===== src/hdl/thc_pkg.sv =====
`default_nettype none
package thc_pkg;

  typedef enum logic {
    REQ_TICK = 1'b0,
    REQ_KEY  = 1'b1
  } req_kind_t;

  localparam logic [7:0] KEY_HOURS   = 8'h41;  // 'A'
  localparam logic [7:0] KEY_MINUTES = 8'h42;  // 'B'
  localparam logic [7:0] KEY_SECONDS = 8'h43;  // 'C'
  localparam logic [7:0] KEY_RESET   = 8'h44;  // 'D'

  localparam logic [7:0] TPS_RESET  = 8'd100;
  localparam logic [5:0] SEXA_MAX   = 6'd59;
  localparam logic [3:0] HOUR_MAX   = 4'd12;
  localparam logic [3:0] HOUR_RESET = 4'd11;

  typedef struct packed {
    logic [7:0] tick_count;
    logic [5:0] second_count;
    logic [5:0] minute_count;
    logic [3:0] hour_count;
    logic       am_flag;
  } time_state_t;

  typedef struct packed {
    logic       req_type;
    logic [7:0] key;
  } req_t;

  typedef struct packed {
    logic [3:0] hours;
    logic [5:0] minutes;
    logic [5:0] seconds;
    logic       is_am;
    logic       hours_tens;
    logic [3:0] hours_ones;
    logic [2:0] minutes_tens;
    logic [3:0] minutes_ones;
    logic [2:0] seconds_tens;
    logic [3:0] seconds_ones;
    logic       second_elapsed;
  } res_t;

  typedef struct packed {
    logic [2:0] tens;
    logic [3:0] ones;
  } bcd6_t;

  // Split a value below 64 into decimal digits by a compare chain.
  function automatic bcd6_t bcd6(input logic [5:0] v);
    bcd6_t      d;
    logic [5:0] rest;
    if (v >= 6'd60) d.tens = 3'd6;
    else if (v >= 6'd50) d.tens = 3'd5;
    else if (v >= 6'd40) d.tens = 3'd4;
    else if (v >= 6'd30) d.tens = 3'd3;
    else if (v >= 6'd20) d.tens = 3'd2;
    else if (v >= 6'd10) d.tens = 3'd1;
    else d.tens = 3'd0;
    rest   = v - 6'({3'd0, d.tens} * 6'd10);
    d.ones = rest[3:0];
    return d;
  endfunction

endpackage
`default_nettype wire


===== src/hdl/thc_req_if.sv =====
`default_nettype none
interface thc_req_if;
  logic       valid;
  logic       ready;
  logic       req_type;
  logic [7:0] key;

  modport source (output valid, req_type, key, input ready);
  modport sink (input valid, req_type, key, output ready);
endinterface
`default_nettype wire


===== src/hdl/thc_res_if.sv =====
`default_nettype none
interface thc_res_if;
  logic       valid;
  logic       ready;
  logic [3:0] hours;
  logic [5:0] minutes;
  logic [5:0] seconds;
  logic       is_am;
  logic       hours_tens;
  logic [3:0] hours_ones;
  logic [2:0] minutes_tens;
  logic [3:0] minutes_ones;
  logic [2:0] seconds_tens;
  logic [3:0] seconds_ones;
  logic       second_elapsed;

  modport source (
    output valid, hours, minutes, seconds, is_am, hours_tens, hours_ones,
           minutes_tens, minutes_ones, seconds_tens, seconds_ones, second_elapsed,
    input  ready
  );
  modport sink (
    input  valid, hours, minutes, seconds, is_am, hours_tens, hours_ones,
           minutes_tens, minutes_ones, seconds_tens, seconds_ones, second_elapsed,
    output ready
  );
endinterface
`default_nettype wire


===== src/hdl/thc_step.sv =====
`default_nettype none
module thc_step (
  input  var thc_pkg::time_state_t state,
  input  var thc_pkg::req_t        req,
  input  var logic [7:0]           tps,
  output thc_pkg::time_state_t     state_nxt,
  output thc_pkg::res_t            res
);
  import thc_pkg::*;

  logic [8:0] tick_inc;
  logic       do_sec;
  logic       do_min;
  logic       do_hour;
  logic       elapsed;
  bcd6_t      min_d;
  bcd6_t      sec_d;
  logic [3:0] hour_ones;

  always_comb begin
    state_nxt = state;
    tick_inc  = {1'b0, state.tick_count} + 9'd1;
    do_sec    = 1'b0;
    do_min    = 1'b0;
    do_hour   = 1'b0;
    elapsed   = 1'b0;

    if (req.req_type == REQ_TICK) begin
      if (tick_inc >= {1'b0, tps}) begin
        state_nxt.tick_count = '0;
        elapsed              = 1'b1;
        do_sec               = 1'b1;
      end else begin
        state_nxt.tick_count = tick_inc[7:0];
      end
    end else begin
      unique case (req.key)
        KEY_HOURS: begin
          state_nxt.hour_count = state.hour_count + 4'd1;
          if (state_nxt.hour_count > HOUR_MAX) begin
            state_nxt.hour_count = 4'd1;
            state_nxt.am_flag    = ~state.am_flag;
          end
        end
        KEY_MINUTES: do_min = 1'b1;
        KEY_SECONDS: do_sec = 1'b1;
        KEY_RESET: begin
          state_nxt.hour_count   = HOUR_MAX;
          state_nxt.minute_count = '0;
          state_nxt.second_count = '0;
          state_nxt.am_flag      = 1'b1;
        end
        default: ;
      endcase
    end

    // Carry chain: seconds into minutes into hours.
    if (do_sec) begin
      state_nxt.second_count = state.second_count + 6'd1;
      if (state_nxt.second_count > SEXA_MAX) begin
        state_nxt.second_count = '0;
        do_min                 = 1'b1;
      end
    end
    if (do_min) begin
      state_nxt.minute_count = state.minute_count + 6'd1;
      if (state_nxt.minute_count > SEXA_MAX) begin
        state_nxt.minute_count = '0;
        do_hour                = 1'b1;
      end
    end
    if (do_hour) begin
      state_nxt.hour_count = state.hour_count + 4'd1;
      if (state_nxt.hour_count > HOUR_MAX) begin
        state_nxt.hour_count = 4'd1;
      end else if (state_nxt.hour_count == HOUR_MAX) begin
        state_nxt.am_flag = ~state.am_flag;
      end
    end
  end

  assign min_d     = bcd6(state_nxt.minute_count);
  assign sec_d     = bcd6(state_nxt.second_count);
  assign hour_ones = (state_nxt.hour_count >= 4'd10) ? state_nxt.hour_count - 4'd10
                                                     : state_nxt.hour_count;

  always_comb begin
    res.hours          = state_nxt.hour_count;
    res.minutes        = state_nxt.minute_count;
    res.seconds        = state_nxt.second_count;
    res.is_am          = state_nxt.am_flag;
    res.hours_tens     = (state_nxt.hour_count >= 4'd10);
    res.hours_ones     = hour_ones;
    res.minutes_tens   = min_d.tens;
    res.minutes_ones   = min_d.ones;
    res.seconds_tens   = sec_d.tens;
    res.seconds_ones   = sec_d.ones;
    res.second_elapsed = elapsed;
  end

endmodule
`default_nettype wire


===== src/hdl/twelve_hour_clock_with_set_keys.sv =====
// Pipeline: a result beat passes the input register and then the result register;
// it is valid once it reaches the result register, where it holds until taken.
// Throughput: one beat per cycle while out_ch.ready holds; the time update is a
// single compare/carry pass between the input register and the result register.
// Reset (rst_n low, synchronous): time 11:59:59 PM, tick count 0, ticks per
// second 100, both pipeline registers empty.
`default_nettype none
module twelve_hour_clock_with_set_keys (
  input  var logic       clk,
  input  var logic       rst_n,
  thc_req_if.sink        in_ch,
  thc_res_if.source      out_ch,
  input  var logic       cfg_we,
  input  var logic [7:0] cfg_wdata
);
  import thc_pkg::*;

  // Configuration: prescaler ticks per second.
  logic [7:0] tps_r;

  // Input stage: one captured beat waiting for the update pass.
  logic s1_valid_r;
  logic s1_valid_nxt;
  req_t s1_req_r;

  // Clock state, updated only when the input stage hands its beat on.
  time_state_t state_r;
  time_state_t state_nxt;

  // Result stage.
  logic out_valid_r;
  logic out_valid_nxt;
  res_t res_r;
  res_t res_nxt;

  logic in_fire;
  logic s1_adv;
  logic s1_fire;

  // The result register frees up when it is empty or its beat is taken now,
  // so both sides can stream one beat per cycle.
  assign s1_adv      = ~out_valid_r | out_ch.ready;
  assign s1_fire     = s1_valid_r & s1_adv;
  assign in_ch.ready = ~s1_valid_r | s1_adv;
  assign in_fire     = in_ch.valid & in_ch.ready;

  always_comb begin
    s1_valid_nxt = s1_valid_r;
    if (in_fire) begin
      s1_valid_nxt = 1'b1;
    end else if (s1_fire) begin
      s1_valid_nxt = 1'b0;
    end
    out_valid_nxt = out_valid_r;
    if (s1_fire) begin
      out_valid_nxt = 1'b1;
    end else if (out_ch.ready) begin
      out_valid_nxt = 1'b0;
    end
  end

  // Single pass: tick/key decode, carry chain and decimal split.
  thc_step u_step (
    .state     (state_r),
    .req       (s1_req_r),
    .tps       (tps_r),
    .state_nxt (state_nxt),
    .res       (res_nxt)
  );

  // Control and clock state.
  always_ff @(posedge clk) begin
    if (!rst_n) begin
      tps_r               <= TPS_RESET;
      s1_valid_r          <= 1'b0;
      out_valid_r         <= 1'b0;
      state_r.tick_count   <= '0;
      state_r.second_count <= SEXA_MAX;
      state_r.minute_count <= SEXA_MAX;
      state_r.hour_count   <= HOUR_RESET;
      state_r.am_flag      <= 1'b0;
    end else begin
      s1_valid_r  <= s1_valid_nxt;
      out_valid_r <= out_valid_nxt;
      if (cfg_we) begin
        tps_r <= cfg_wdata;
      end
      // Advance the time only when the update result moves into the result stage.
      if (s1_fire) begin
        state_r <= state_nxt;
      end
    end
  end

  // Payload registers: no reset, loaded on their stage's handshake.
  always_ff @(posedge clk) begin
    if (in_fire) begin
      s1_req_r.req_type <= in_ch.req_type;
      s1_req_r.key      <= in_ch.key;
    end
    if (s1_fire) begin
      res_r <= res_nxt;
    end
  end

  assign out_ch.valid          = out_valid_r;
  assign out_ch.hours          = res_r.hours;
  assign out_ch.minutes        = res_r.minutes;
  assign out_ch.seconds        = res_r.seconds;
  assign out_ch.is_am          = res_r.is_am;
  assign out_ch.hours_tens     = res_r.hours_tens;
  assign out_ch.hours_ones     = res_r.hours_ones;
  assign out_ch.minutes_tens   = res_r.minutes_tens;
  assign out_ch.minutes_ones   = res_r.minutes_ones;
  assign out_ch.seconds_tens   = res_r.seconds_tens;
  assign out_ch.seconds_ones   = res_r.seconds_ones;
  assign out_ch.second_elapsed = res_r.second_elapsed;

  // Time fields stay in their legal ranges.
  a_hour_range: assert property (@(posedge clk) disable iff (!rst_n)
    state_r.hour_count >= 4'd1 && state_r.hour_count <= HOUR_MAX)
    else $error("hour count out of range");

  a_min_sec_range: assert property (@(posedge clk) disable iff (!rst_n)
    state_r.minute_count <= SEXA_MAX && state_r.second_count <= SEXA_MAX)
    else $error("minute or second count out of range");

  // Time only moves when a beat passes the update stage.
  a_state_hold: assert property (@(posedge clk) disable iff (!rst_n)
    !s1_fire |=> $stable(state_r))
    else $error("clock state changed without an update");

  // A completed second clears the prescaler count.
  a_elapsed_clears: assert property (@(posedge clk) disable iff (!rst_n)
    s1_fire && res_nxt.second_elapsed |=> state_r.tick_count == 8'd0)
    else $error("tick count not cleared on elapsed second");

  // Result shown matches the held clock state after an update.
  a_res_matches: assert property (@(posedge clk) disable iff (!rst_n)
    s1_fire |=> res_r.hours == state_r.hour_count && res_r.is_am == state_r.am_flag)
    else $error("result does not match clock state");

endmodule
`default_nettype wire

===== src/flat_wrapper.sv =====
// flat-port wrapper written by rule: the top's interface ports become plain ports
module twelve_hour_clock_with_set_keys_flat import thc_pkg::*;
  (clk, rst_n, cfg_we, cfg_wdata, in_ch_valid, in_ch_req_type, in_ch_key, in_ch_ready, out_ch_valid, out_ch_hours, out_ch_minutes, out_ch_seconds, out_ch_is_am, out_ch_hours_tens, out_ch_hours_ones, out_ch_minutes_tens, out_ch_minutes_ones, out_ch_seconds_tens, out_ch_seconds_ones, out_ch_second_elapsed, out_ch_ready);
  thc_req_if in_ch_i ();
  thc_res_if out_ch_i ();
  input  var logic clk;
  input  var logic rst_n;
  input  var logic cfg_we;
  input  var logic [7:0] cfg_wdata;
  input wire logic [$bits(in_ch_i.valid)-1:0] in_ch_valid;
  input wire logic [$bits(in_ch_i.req_type)-1:0] in_ch_req_type;
  input wire logic [$bits(in_ch_i.key)-1:0] in_ch_key;
  output wire logic [$bits(in_ch_i.ready)-1:0] in_ch_ready;
  output wire logic [$bits(out_ch_i.valid)-1:0] out_ch_valid;
  output wire logic [$bits(out_ch_i.hours)-1:0] out_ch_hours;
  output wire logic [$bits(out_ch_i.minutes)-1:0] out_ch_minutes;
  output wire logic [$bits(out_ch_i.seconds)-1:0] out_ch_seconds;
  output wire logic [$bits(out_ch_i.is_am)-1:0] out_ch_is_am;
  output wire logic [$bits(out_ch_i.hours_tens)-1:0] out_ch_hours_tens;
  output wire logic [$bits(out_ch_i.hours_ones)-1:0] out_ch_hours_ones;
  output wire logic [$bits(out_ch_i.minutes_tens)-1:0] out_ch_minutes_tens;
  output wire logic [$bits(out_ch_i.minutes_ones)-1:0] out_ch_minutes_ones;
  output wire logic [$bits(out_ch_i.seconds_tens)-1:0] out_ch_seconds_tens;
  output wire logic [$bits(out_ch_i.seconds_ones)-1:0] out_ch_seconds_ones;
  output wire logic [$bits(out_ch_i.second_elapsed)-1:0] out_ch_second_elapsed;
  input wire logic [$bits(out_ch_i.ready)-1:0] out_ch_ready;
  assign in_ch_i.valid = in_ch_valid;
  assign in_ch_i.req_type = in_ch_req_type;
  assign in_ch_i.key = in_ch_key;
  assign in_ch_ready = in_ch_i.ready;
  assign out_ch_valid = out_ch_i.valid;
  assign out_ch_hours = out_ch_i.hours;
  assign out_ch_minutes = out_ch_i.minutes;
  assign out_ch_seconds = out_ch_i.seconds;
  assign out_ch_is_am = out_ch_i.is_am;
  assign out_ch_hours_tens = out_ch_i.hours_tens;
  assign out_ch_hours_ones = out_ch_i.hours_ones;
  assign out_ch_minutes_tens = out_ch_i.minutes_tens;
  assign out_ch_minutes_ones = out_ch_i.minutes_ones;
  assign out_ch_seconds_tens = out_ch_i.seconds_tens;
  assign out_ch_seconds_ones = out_ch_i.seconds_ones;
  assign out_ch_second_elapsed = out_ch_i.second_elapsed;
  assign out_ch_i.ready = out_ch_ready;
  twelve_hour_clock_with_set_keys u_core (.clk(clk), .rst_n(rst_n), .in_ch(in_ch_i), .out_ch(out_ch_i), .cfg_we(cfg_we), .cfg_wdata(cfg_wdata));
endmodule

===== config.mk =====
export PLATFORM = sky130hd
export DESIGN_NAME = twelve_hour_clock_with_set_keys_flat
export DESIGN_NICKNAME = d
export VERILOG_FILES = /design/src/hdl/thc_pkg.sv /design/src/hdl/thc_req_if.sv /design/src/hdl/thc_res_if.sv /design/src/hdl/thc_step.sv /design/src/hdl/twelve_hour_clock_with_set_keys.sv /design/src/flat_wrapper.sv
export SDC_FILE = /design/constraint.sdc
export NUM_CORES = 1
export LEC_CHECK = 0
export ABC_AREA = 1
export BUFFER_PORTS_ARGS = -buffer_cell sky130_fd_sc_hd__buf_2
export CAP_MARGIN = 5
export CORE_MARGIN = 10
export CORE_UTILIZATION = 45
export DETAILED_ROUTE_END_ITERATION = 16
export PLACE_DENSITY = 0.68
export SYNTH_ARGS = -nofsm -noshare
export SYNTH_HDL_FRONTEND = slang
export SYNTH_SLANG_ARGS = --single-unit

===== constraint.sdc =====
create_clock -name clk -period 7.05 [get_ports clk]
set_clock_uncertainty 0.15 [all_clocks]
set_input_delay 0.3525 -clock clk [delete_from_list [all_inputs] [get_ports clk]]
set_output_delay 0.3525 -clock clk [all_outputs]
set_load 0.1 [all_outputs]

==> out/qor_table.md, run 1 <==
| Group | Metric | Value |
|:---|:---|:---|
| cells and area | Number of filler cells placed in the layout | 827 |
| synthesis | Post-synthesis cell type count | 41 |
| place | RePlAce Congestion | 0.9072 |
| clock network | TritonCTS buffer count | 9 |
| cells and area | Number of antenna repair diodes | 0 |
| clock network | Post-CTS setup-driven buffer insertion count | 0 |
| floorplanning | Die height | 116.1 µm |
| place | Half-perimeter wire length of the detailed placement result | 6384 µm |
| sta | Worst max-slew margin expressed relative to the limit | 0.4296 |
| detailed routing | Total number of vias | 3311 |
| detailed routing | Wire length per cell after detailed routing | 13.16 µm |
| setup path | Most common cell on crit path | sky130_fd_sc_hd__nand2_1 |
| synthesis | Most area-consuming cells after synthesis | sky130_fd_sc_hd__edfxtp_1 (31%), sky130_fd_sc_hd__dfxtp_1 (17%), sky130_fd_sc_hd__nand2_1 (8.2%) |
| synthesis | Cell count after synthesis | 487 |
| place | IO Port Bufs | 60 |
| sta | Final worst setup slack | 2.840 ns |
| floorplanning | Row Count | 34 |
| detailed routing | Total Wirelength | 8710 µm |
| synthesis | Yosys warns | 0 |
| place | Total instance count after detailed placement | 646 |
| floorplanning | Top-level port count | 61 |
| cells and area | Nets@finish | 590 |
| power and ir drop | Power Total | 1.228 mW |
| detailed routing | First-pass DRT Iterations | 4 |
| setup path | Critical path's slowest cell | sky130_fd_sc_hd__dfxtp_1 |
| grt | Vias in the first global route | 3230 |
| synthesis | Yosys top cell by area | sky130_fd_sc_hd__edfxtp_1 |
| floorplanning | Width of the die | 116.1 µm |
| sta | Pins over their slew limit | 0 |
| grt | Global-route wire length before repair | 14410 µm |
| clock network | Clock root buffer master | sky130_fd_sc_hd__clkbuf_8 |
| cells and area | Combined area of the multi-input logic cells | 1813 µm² |
| clock network | Hold buffer count at CTS | 0 |
| power and ir drop | Total power density per cell area | 259.1 nW/µm² |
| synthesis | Primary flip-flop cell chosen by synthesis mapping | sky130_fd_sc_hd__edfxtp_1 |
| setup path | CP arrival | 4.18 ns |
| grt | Total global-route track usage | 0.1330 |
| grt | Largest net degree at the start of global routing | 46 |
| synthesis | Number of flip-flops and latches in the synthesized netlist | 78 |
| grt | Initial antenna violation count | 0 |
| run status | Status | finished, final reports clean |
| grt | GRT Residual Overflow | 0 |
| sta | Setup violations, final | 0 |
| grt | Most heavily used metal layer in global routing | met2 |
| cells and area | Area Overhead vs Synth | 14.13% |
| power and ir drop | LEAKAGE | 2.260 nW |
| synthesis | Sequential element share of the synthesized area | 0.4798 |
| detailed routing | DRC violations left | 0 |
| place | Cell area after placement | 4546 µm² |
| grt | Met1 capacity usage during global routing | 0.1559 |
| floorplanning | Floorplan core area | 8848 µm² |
| synthesis | Async set-reset flop share out of synthesis | 0 |
| setup path | Maximum fanout along the worst path | 9 |
| sta | Measured slew at the worst slew-check pin | 0.8536 ns |
| grt | Met3 Usage GRT | 0.02946 |
| detailed routing | Starting DRT DRC Count | 189 |
| run | Max Cap Violations | 0 |
| grt | Met2 track demand over resource | 0.2215 |
| cells and area | Post-route core utilization | 0.5355 |
| setup path | Startpoint kind of the worst setup timing path | register |
| synthesis | Area share of the largest cell type after synthesis | 0.3110 |
| cells and area | Total non-filler cell area in the finished layout | 4738 µm² |
| sta | Time the worst path needs with I/O delays and setup | 4.210 ns |
| cells and area | Register area | 1992 µm² |
| detailed routing | Number of antenna-violating nets in the routed design | 0 |
| setup path | Delay of the slowest critical-path stage | 0.41 ns |
| hold path | HP Class | primary input to register |
| clock network | # clock sinks | 78 |
| detailed routing | Avg Vias per Cell | 5.002 |
| floorplanning | Initial core utilization | 0.4692 |
| clock network | Count of instances resized after the clock tree is built | 0 |
| clock network | Clock slew at the register clock pins of the worst setup and hold paths | 0.08 ns |
| setup path | Worst Setup End Kind | register |
| setup path | Critical setup path kind | register to register |
| sta | Post-Route Setup TNS | 0 ns |
| setup path | Worst EP required | 7.02 ns |
| synthesis | Post-synth EDFFs | 43 |
| clock network | Number of buffers on the longest clock path | 2 |
| clock network | H-tree Lvls | 3 |
| sta | Setup repair after global routing missed its margin | no |
| place | Minimum setup slack after placement | 2.836 ns |
| power and ir drop | Peak supply drop | 0.1224 mV |
| clock network | Clock tree from TritonCTS | built |
| floorplanning | Full die area | 13470 µm² |
| sta | WHS | 0.02188 ns |
| clock network | Clk_lat worst skew | 0.36 ns |
| synthesis | Post-Syn Nets | 528 |
| sta | Hold violation count in the final report | 0 |
| cells and area | Final std cells w/o fill | 662 |
| sta | Final clock period utilization by the worst path | 0.5972 |
| synthesis | Netlist area before placement | 4151 µm² |
| cells and area | Layout cell share with drive strength beyond 1 | 0.2184 |
| synthesis | Mapped Avg Cell Area | 8.525 µm² |
| sta | Max Freq | 237.5 MHz |
layer usage:
metal	vias to the layer above	wire length [µm]
met4	0	182
met5	-	0
met2	75	4140
met1	1499	3889
li1	1721	-
met3	16	498
path summary, 6_finish.rpt:
check	startpoint	to	slack [ns]	depth (start not counted)
setup reg to reg	u_core.state_r[17]	u_core.out_ch.minutes_ones[3]	2.84	31
setup / recovery	u_core.state_r[17]	u_core.out_ch.minutes_ones[3]	2.84	31
hold reg to reg	u_core.tps_r[4]	u_core.tps_r[4]	0.32	2
hold / removal	in_ch_key[6]	u_core.s1_req_r[6]	0.02	1
worst max-delay path, delay by kind of cell, from the launching register on:
kind | cells | cell delay [ns]
xor gates and xnor gates | 2 | 0.35
adders and majority gates | 4 | 1.01
buffers and inverters | 6 | 0.44
DFF | 1 | 0.41
and+or+nand+nor | 19 | 1.64
power by group:
group	total (mW)	internal [mW]	switching [mW]
Combinational	0.358	0.0836	0.274
Clock	0.330	0.164	0.166
Sequential	0.540	0.524	0.0160
Yosys cell counts, types with 2 or more instances:
library cell,count
sky130_fd_sc_hd__buf_4,3
sky130_fd_sc_hd__nand2_1,91
sky130_fd_sc_hd__ha_1,17
sky130_fd_sc_hd__xnor2_1,2
sky130_fd_sc_hd__xor2_1,9
sky130_fd_sc_hd__inv_1,64
sky130_fd_sc_hd__nand4_1,4
sky130_fd_sc_hd__nor3_1,3
sky130_fd_sc_hd__o21ai_2,3
sky130_fd_sc_hd__nand3_1,34
sky130_fd_sc_hd__fa_1,2
sky130_fd_sc_hd__dfxtp_1,35
sky130_fd_sc_hd__nor2_1,41
sky130_fd_sc_hd__o211ai_1,3
sky130_fd_sc_hd__a21boi_0,2
sky130_fd_sc_hd__a21oi_1,43
sky130_fd_sc_hd__nand2_4,5
sky130_fd_sc_hd__nor2_2,3
sky130_fd_sc_hd__a21oi_2,3
sky130_fd_sc_hd__o21ai_1,4
sky130_fd_sc_hd__nand3b_1,2
sky130_fd_sc_hd__o31ai_1,4
sky130_fd_sc_hd__nand2_2,11
sky130_fd_sc_hd__inv_2,13
sky130_fd_sc_hd__o21ai_0,22
sky130_fd_sc_hd__edfxtp_1,43
sky130_fd_sc_hd__clkbuf_1,7
cell families (layout without fill, tap and decap cells):
| logic type | after synthesis | count (layout) | share of synthesized area |
|---|---|---|---|
| AND/OR/NAND/NOR | 200 | 200 | 0.2266 |
| AO/OA/AOI/OAI | 89 | 89 | 0.1221 |
| buffers and inverters | 89 | 156 | 0.08348 |
| flip-flops | 78 | 78 | 0.4798 |
| adder cells (fa/ha/maj) | 19 | 19 | 0.06088 |
| XOR/XNOR | 12 | 12 | 0.02713 |
placed cells by master (no fill, tap or decap), types with 11 or more instances in the layout:
master                      n
sky130_fd_sc_hd__o21ai_0   22
sky130_fd_sc_hd__buf_2     60
sky130_fd_sc_hd__dfxtp_1   35
sky130_fd_sc_hd__inv_2     13
sky130_fd_sc_hd__inv_1     64
sky130_fd_sc_hd__nor2_1    41
sky130_fd_sc_hd__nand2_1   91
sky130_fd_sc_hd__a21oi_1   43
sky130_fd_sc_hd__nand2_2   11
sky130_fd_sc_hd__nand3_1   34
sky130_fd_sc_hd__ha_1      17
sky130_fd_sc_hd__edfxtp_1  43
state kept, by name, summed over array words and instances (netlist names):
name / flops
u_core.out_ch.hours: 3
u_core.out_ch.second_elapsed: 1
u_core.state_r: 25
u_core.s1_valid_r: 1
u_core.out_ch.minutes_tens: 3
u_core.out_ch.minutes_ones: 4
u_core.out_ch.valid: 1
u_core.out_ch.hours_tens: 1
u_core.out_ch.seconds_tens: 3
u_core.tps_r: 8
u_core.out_ch.seconds: 5
u_core.out_ch.hours_ones: 4
u_core.out_ch.minutes: 5
u_core.out_ch.is_am: 1
u_core.s1_req_r: 9
u_core.out_ch.seconds_ones: 4
layout make-up:
type | count | area share
Sequential cell | 78 | 0.4204
Inverter | 79 | 0.06285
Clock inverter | 5 | 0.01294
Tap cell | 108 | 0.02852
Timing Repair Buffer | 61 | 0.06496
Clock buffer | 11 | 0.02773
Multi-Input combinational cell | 320 | 0.3826
No activity file was read; power rests on OpenSTA's default activity.
==> run 2, diff against run 1 <==
==> constraint.sdc (replaced) <==
create_clock -name clk -period 4.4 [get_ports clk]
set_clock_uncertainty 0.15 [all_clocks]
set_input_delay 0.22 -clock clk [delete_from_list [all_inputs] [get_ports clk]]
set_output_delay 0.22 -clock clk [all_outputs]
set_load 0.1 [all_outputs]
==> run 2 against run 1 <==
  * Critical path depth is the same
  * Core utilization grew 2.7 points
  * Clock power grew 63%
  * Clock-buffer cell count shrank 2
  * Cell count grew 3.0%
  * Design area grew 5.0%
  * Flip-flop and latch count is the same
  * Sequential power grew 60%
  * Via count grew 4.0%
  * Critical path type unchanged
==> out/qor_table.md, run 2 (same netlist as run 1, synthesis figures left out) <==
| Group | Metric | Value | vs previous |
|:---|:---|:---|:---|
| detailed routing | Total Wirelength | 9037 µm | +3.8% |
| cells and area | Number of antenna repair diodes | 0 | unchanged |
| cells and area | Nets@finish | 610 | +3.4% |
| floorplanning | Top-level port count | 61 | unchanged |
| cells and area | Most common library cell in the layout ignoring fill and taps | sky130_fd_sc_hd__nand2_1 |  |
| setup path | Critical path buffer and inverter count | 6 | unchanged |
| detailed routing | Number of antenna-violating nets in the routed design | 0 | unchanged |
| power and ir drop | Peak supply drop | 0.1845 mV | +51% |
| setup path | Origin of the critical flop-to-flop path | u_core.state_r[17] |  |
| floorplanning | Row Count | 34 | unchanged |
| detailed routing | DRC violations left | 0 | unchanged |
| setup path | Critical setup path kind | register to register |  |
| floorplanning | Width of the die | 116.1 µm | unchanged |
| sta | Setup violations, final | 0 | unchanged |
| cells and area | Commonest cells after routing, fill and taps aside | sky130_fd_sc_hd__nand2_1 (89), sky130_fd_sc_hd__inv_1 (64), sky130_fd_sc_hd__buf_2 (60) |  |
| cells and area | Register ranked first by flip-flop count | u_core.state_r |  |
| place | IO Port Bufs | 60 | unchanged |
| run | Max Cap Violations | 0 | unchanged |
| clock network | Number of buffers on the longest clock path | 2 | unchanged |
| clock network | # clock sinks | 78 | unchanged |
| grt | Initial antenna violation count | 0 | unchanged |
| floorplanning | Die height | 116.1 µm | unchanged |
| place | Cell area after placement | 4546 µm² | unchanged |
| cells and area | Largest registers | u_core.state_r x25, u_core.s1_req_r x9, u_core.tps_r x8 |  |
| clock network | Post-CTS setup-driven buffer insertion count | 0 | unchanged |
| cells and area | Total non-filler cell area in the finished layout | 4975 µm² | +5.0% |
| detailed routing | First-pass DRT Iterations | 5 | +1 |
| setup path | Delay-heaviest family, CP | simple AND/OR/NAND/NOR gates |  |
| setup path | Delay of the slowest critical-path stage | 0.38 ns | -0.03 ns |
| setup path | Worst EP required | 4.36 ns | -2.66 ns |
| grt | GRT Residual Overflow | 0 | unchanged |
| sta | Max Freq | 242.9 MHz | +2.3% |
| grt | Largest net degree at the start of global routing | 27 | -41% |
| setup path | Beginning of the critical path | u_core.state_r[17] |  |
| clock network | Clock root buffer master | sky130_fd_sc_hd__clkbuf_8 |  |
| clock network | Clock slew at the register clock pins of the worst setup and hold paths | 0.09 ns | about the same |
| cells and area | Number of flip-flops under the largest register name | 25 | unchanged |
| cells and area | Layout cell share with drive strength beyond 1 | 0.2282 | +0.009811 |
| grt | Total global-route track usage | 0.1375 | +0.004577 |
| sta | Final worst setup slack | 0.2838 ns | -2.556 ns |
| run status | Status | finished, final reports clean |  |
| grt | Met2 track demand over resource | 0.2309 | +0.009480 |
| clock network | H-tree Lvls | 3 | unchanged |
| setup path | Worst Setup End Kind | register |  |
| sta | Final clock period utilization by the worst path | 0.9355 | +0.3383 |
| sta | Time the worst path needs with I/O delays and setup | 4.116 ns | -0.09374 ns |
| grt | Most heavily used metal layer in global routing | met2 |  |
| grt | Met1 capacity usage during global routing | 0.1660 | +0.01012 |
| floorplanning | Full die area | 13470 µm² | unchanged |
| sta | Measured slew at the worst slew-check pin | 0.8720 ns | +0.01848 ns |
| setup path | CP arrival | 4.08 ns | -0.10 ns |
| grt | Met3 Usage GRT | 0.03411 | +0.004651 |
| place | Minimum setup slack after placement | 0.1029 ns | -2.733 ns |
| setup path | Maximum fanout along the worst path | 9 | unchanged |
| hold path | HP Class | primary input to register |  |
| cells and area | Number of filler cells placed in the layout | 796 | -3.7% |
| floorplanning | Initial core utilization | 0.4692 | unchanged |
| setup path | Most common cell on crit path | sky130_fd_sc_hd__nand2_1 |  |
| cells and area | Area Overhead vs Synth | 19.83% |  |
| setup path | Critical path's slowest cell | sky130_fd_sc_hd__dfxtp_2 |  |
| setup path | Startpoint kind of the worst setup timing path | register |  |
| detailed routing | Starting DRT DRC Count | 309 | +63% |
| place | RePlAce Congestion | 0.9112 | +0.44% |
| hold path | Launch point of the worst hold path | rst_n |  |
| sta | Pins over their slew limit | 0 | unchanged |
| clock network | Clock tree from TritonCTS | built |  |
| place | Half-perimeter wire length of the detailed placement result | 6557 µm | +2.7% |
| detailed routing | Wire length per cell after detailed routing | 13.25 µm | +0.71% |
| grt | Global-route wire length before repair | 15100 µm | +4.8% |
| sta | Hold violation count in the final report | 0 | unchanged |
| detailed routing | Avg Vias per Cell | 5.050 | +0.97% |
| clock network | TritonCTS buffer count | 9 | unchanged |
| power and ir drop | Total power density per cell area | 401.9 nW/µm² | +55% |
| power and ir drop | LEAKAGE | 2.349 nW | +3.9% |
| sta | Worst max-slew margin expressed relative to the limit | 0.4172 | -0.01235 |
| clock network | Clk_lat worst skew | 0.35 ns | about the same |
| floorplanning | Floorplan core area | 8848 µm² | unchanged |
| sta | Setup repair after global routing missed its margin | yes |  |
| detailed routing | Total number of vias | 3444 | +4.0% |
| grt | Vias in the first global route | 3356 | +3.9% |
==> run 2: cell count changes in the layout (fill, tap and decap cells not counted), moves of 2 or more <==
| cell | previous run | this run |
|---|---|---|
| sky130_fd_sc_hd__clkbuf_1 | 2 | 0 |
| sky130_fd_sc_hd__nand2_1 | 91 | 89 |
| sky130_fd_sc_hd__dfxtp_1 | 35 | 33 |
| sky130_fd_sc_hd__dlygate4sd3_1 | 0 | 20 |
| sky130_fd_sc_hd__nand2_2 | 11 | 13 |
| sky130_fd_sc_hd__dfxtp_2 | 0 | 2 |
==> run 2: power breakdown <==
part | switching, mW | internal, mW | total [mW]
sequential | 0.0262 | 0.840 | 0.866
combinational | 0.447 | 0.149 | 0.596
clock | 0.275 | 0.263 | 0.537
==> run 2: final cells by class <==
cell class              instances  area, µm²  share of cell area
flip-flops and latches         78       1994              0.4009
multi-input cells             320       1841              0.3700
repair buffers                 81      508.0              0.1021
inverters                      79      297.8             0.05986
well taps                     108      135.1             0.02716
clock buffers                   9      123.9             0.02490
clock inverters                 7      75.07             0.01509
==> run 2: metrics by stage <==
stage	utilization	hold WS (ns)	power (mW)	TNS, ns	std cells
floorplan	-	0.1689	1.357	0	487
global placement	0.5137	0.2465	1.443	0	646
detailed placement	0.5137	0.2486	1.457	0	646
CTS	0.5588	0.007755	2.008	0	682
global route	0.5622	0.03006	2.108	-0.04622	682
finish	0.5622	0.01430	1.999	0	682
==> run 2: path summary, 6_finish.rpt <==
check	endpoint	slack, ns	depth (start not counted)
max	u_core.out_ch.minutes_ones[3]	0.28	31
min	u_core.state_r[1]	0.01	2
max reg2reg	u_core.out_ch.minutes_ones[3]	0.28	31
min reg2reg	u_core.tps_r[1]	0.32	2
==> run 2: worst reg2reg max path, delay by kind of cell (launching register included) <==
family | cells | cell delay, ns
XOR/XNOR | 2 | 0.32
AND/OR/NAND/NOR | 19 | 1.59
buffers and inverters | 6 | 0.45
flip-flops | 1 | 0.38
adder cells (fa/ha/maj) | 4 | 0.99
==> run 2: repair_timing <==
| item | CTS | global route |
|---|---|---|
| hold buffers | 20 | 0 |
| setup endpoints to repair | 0 | 3 |
| gates resized for setup | 0 | 9 |
| endpoints found under the hold margin | 19 | 0 |
==> run 2: per-layer routing <==
layer	wire [µm]	up-vias
met3	546	12
met5	0	-
met4	129	0
li1	-	1761
met1	3948	1578
met2	4413	93
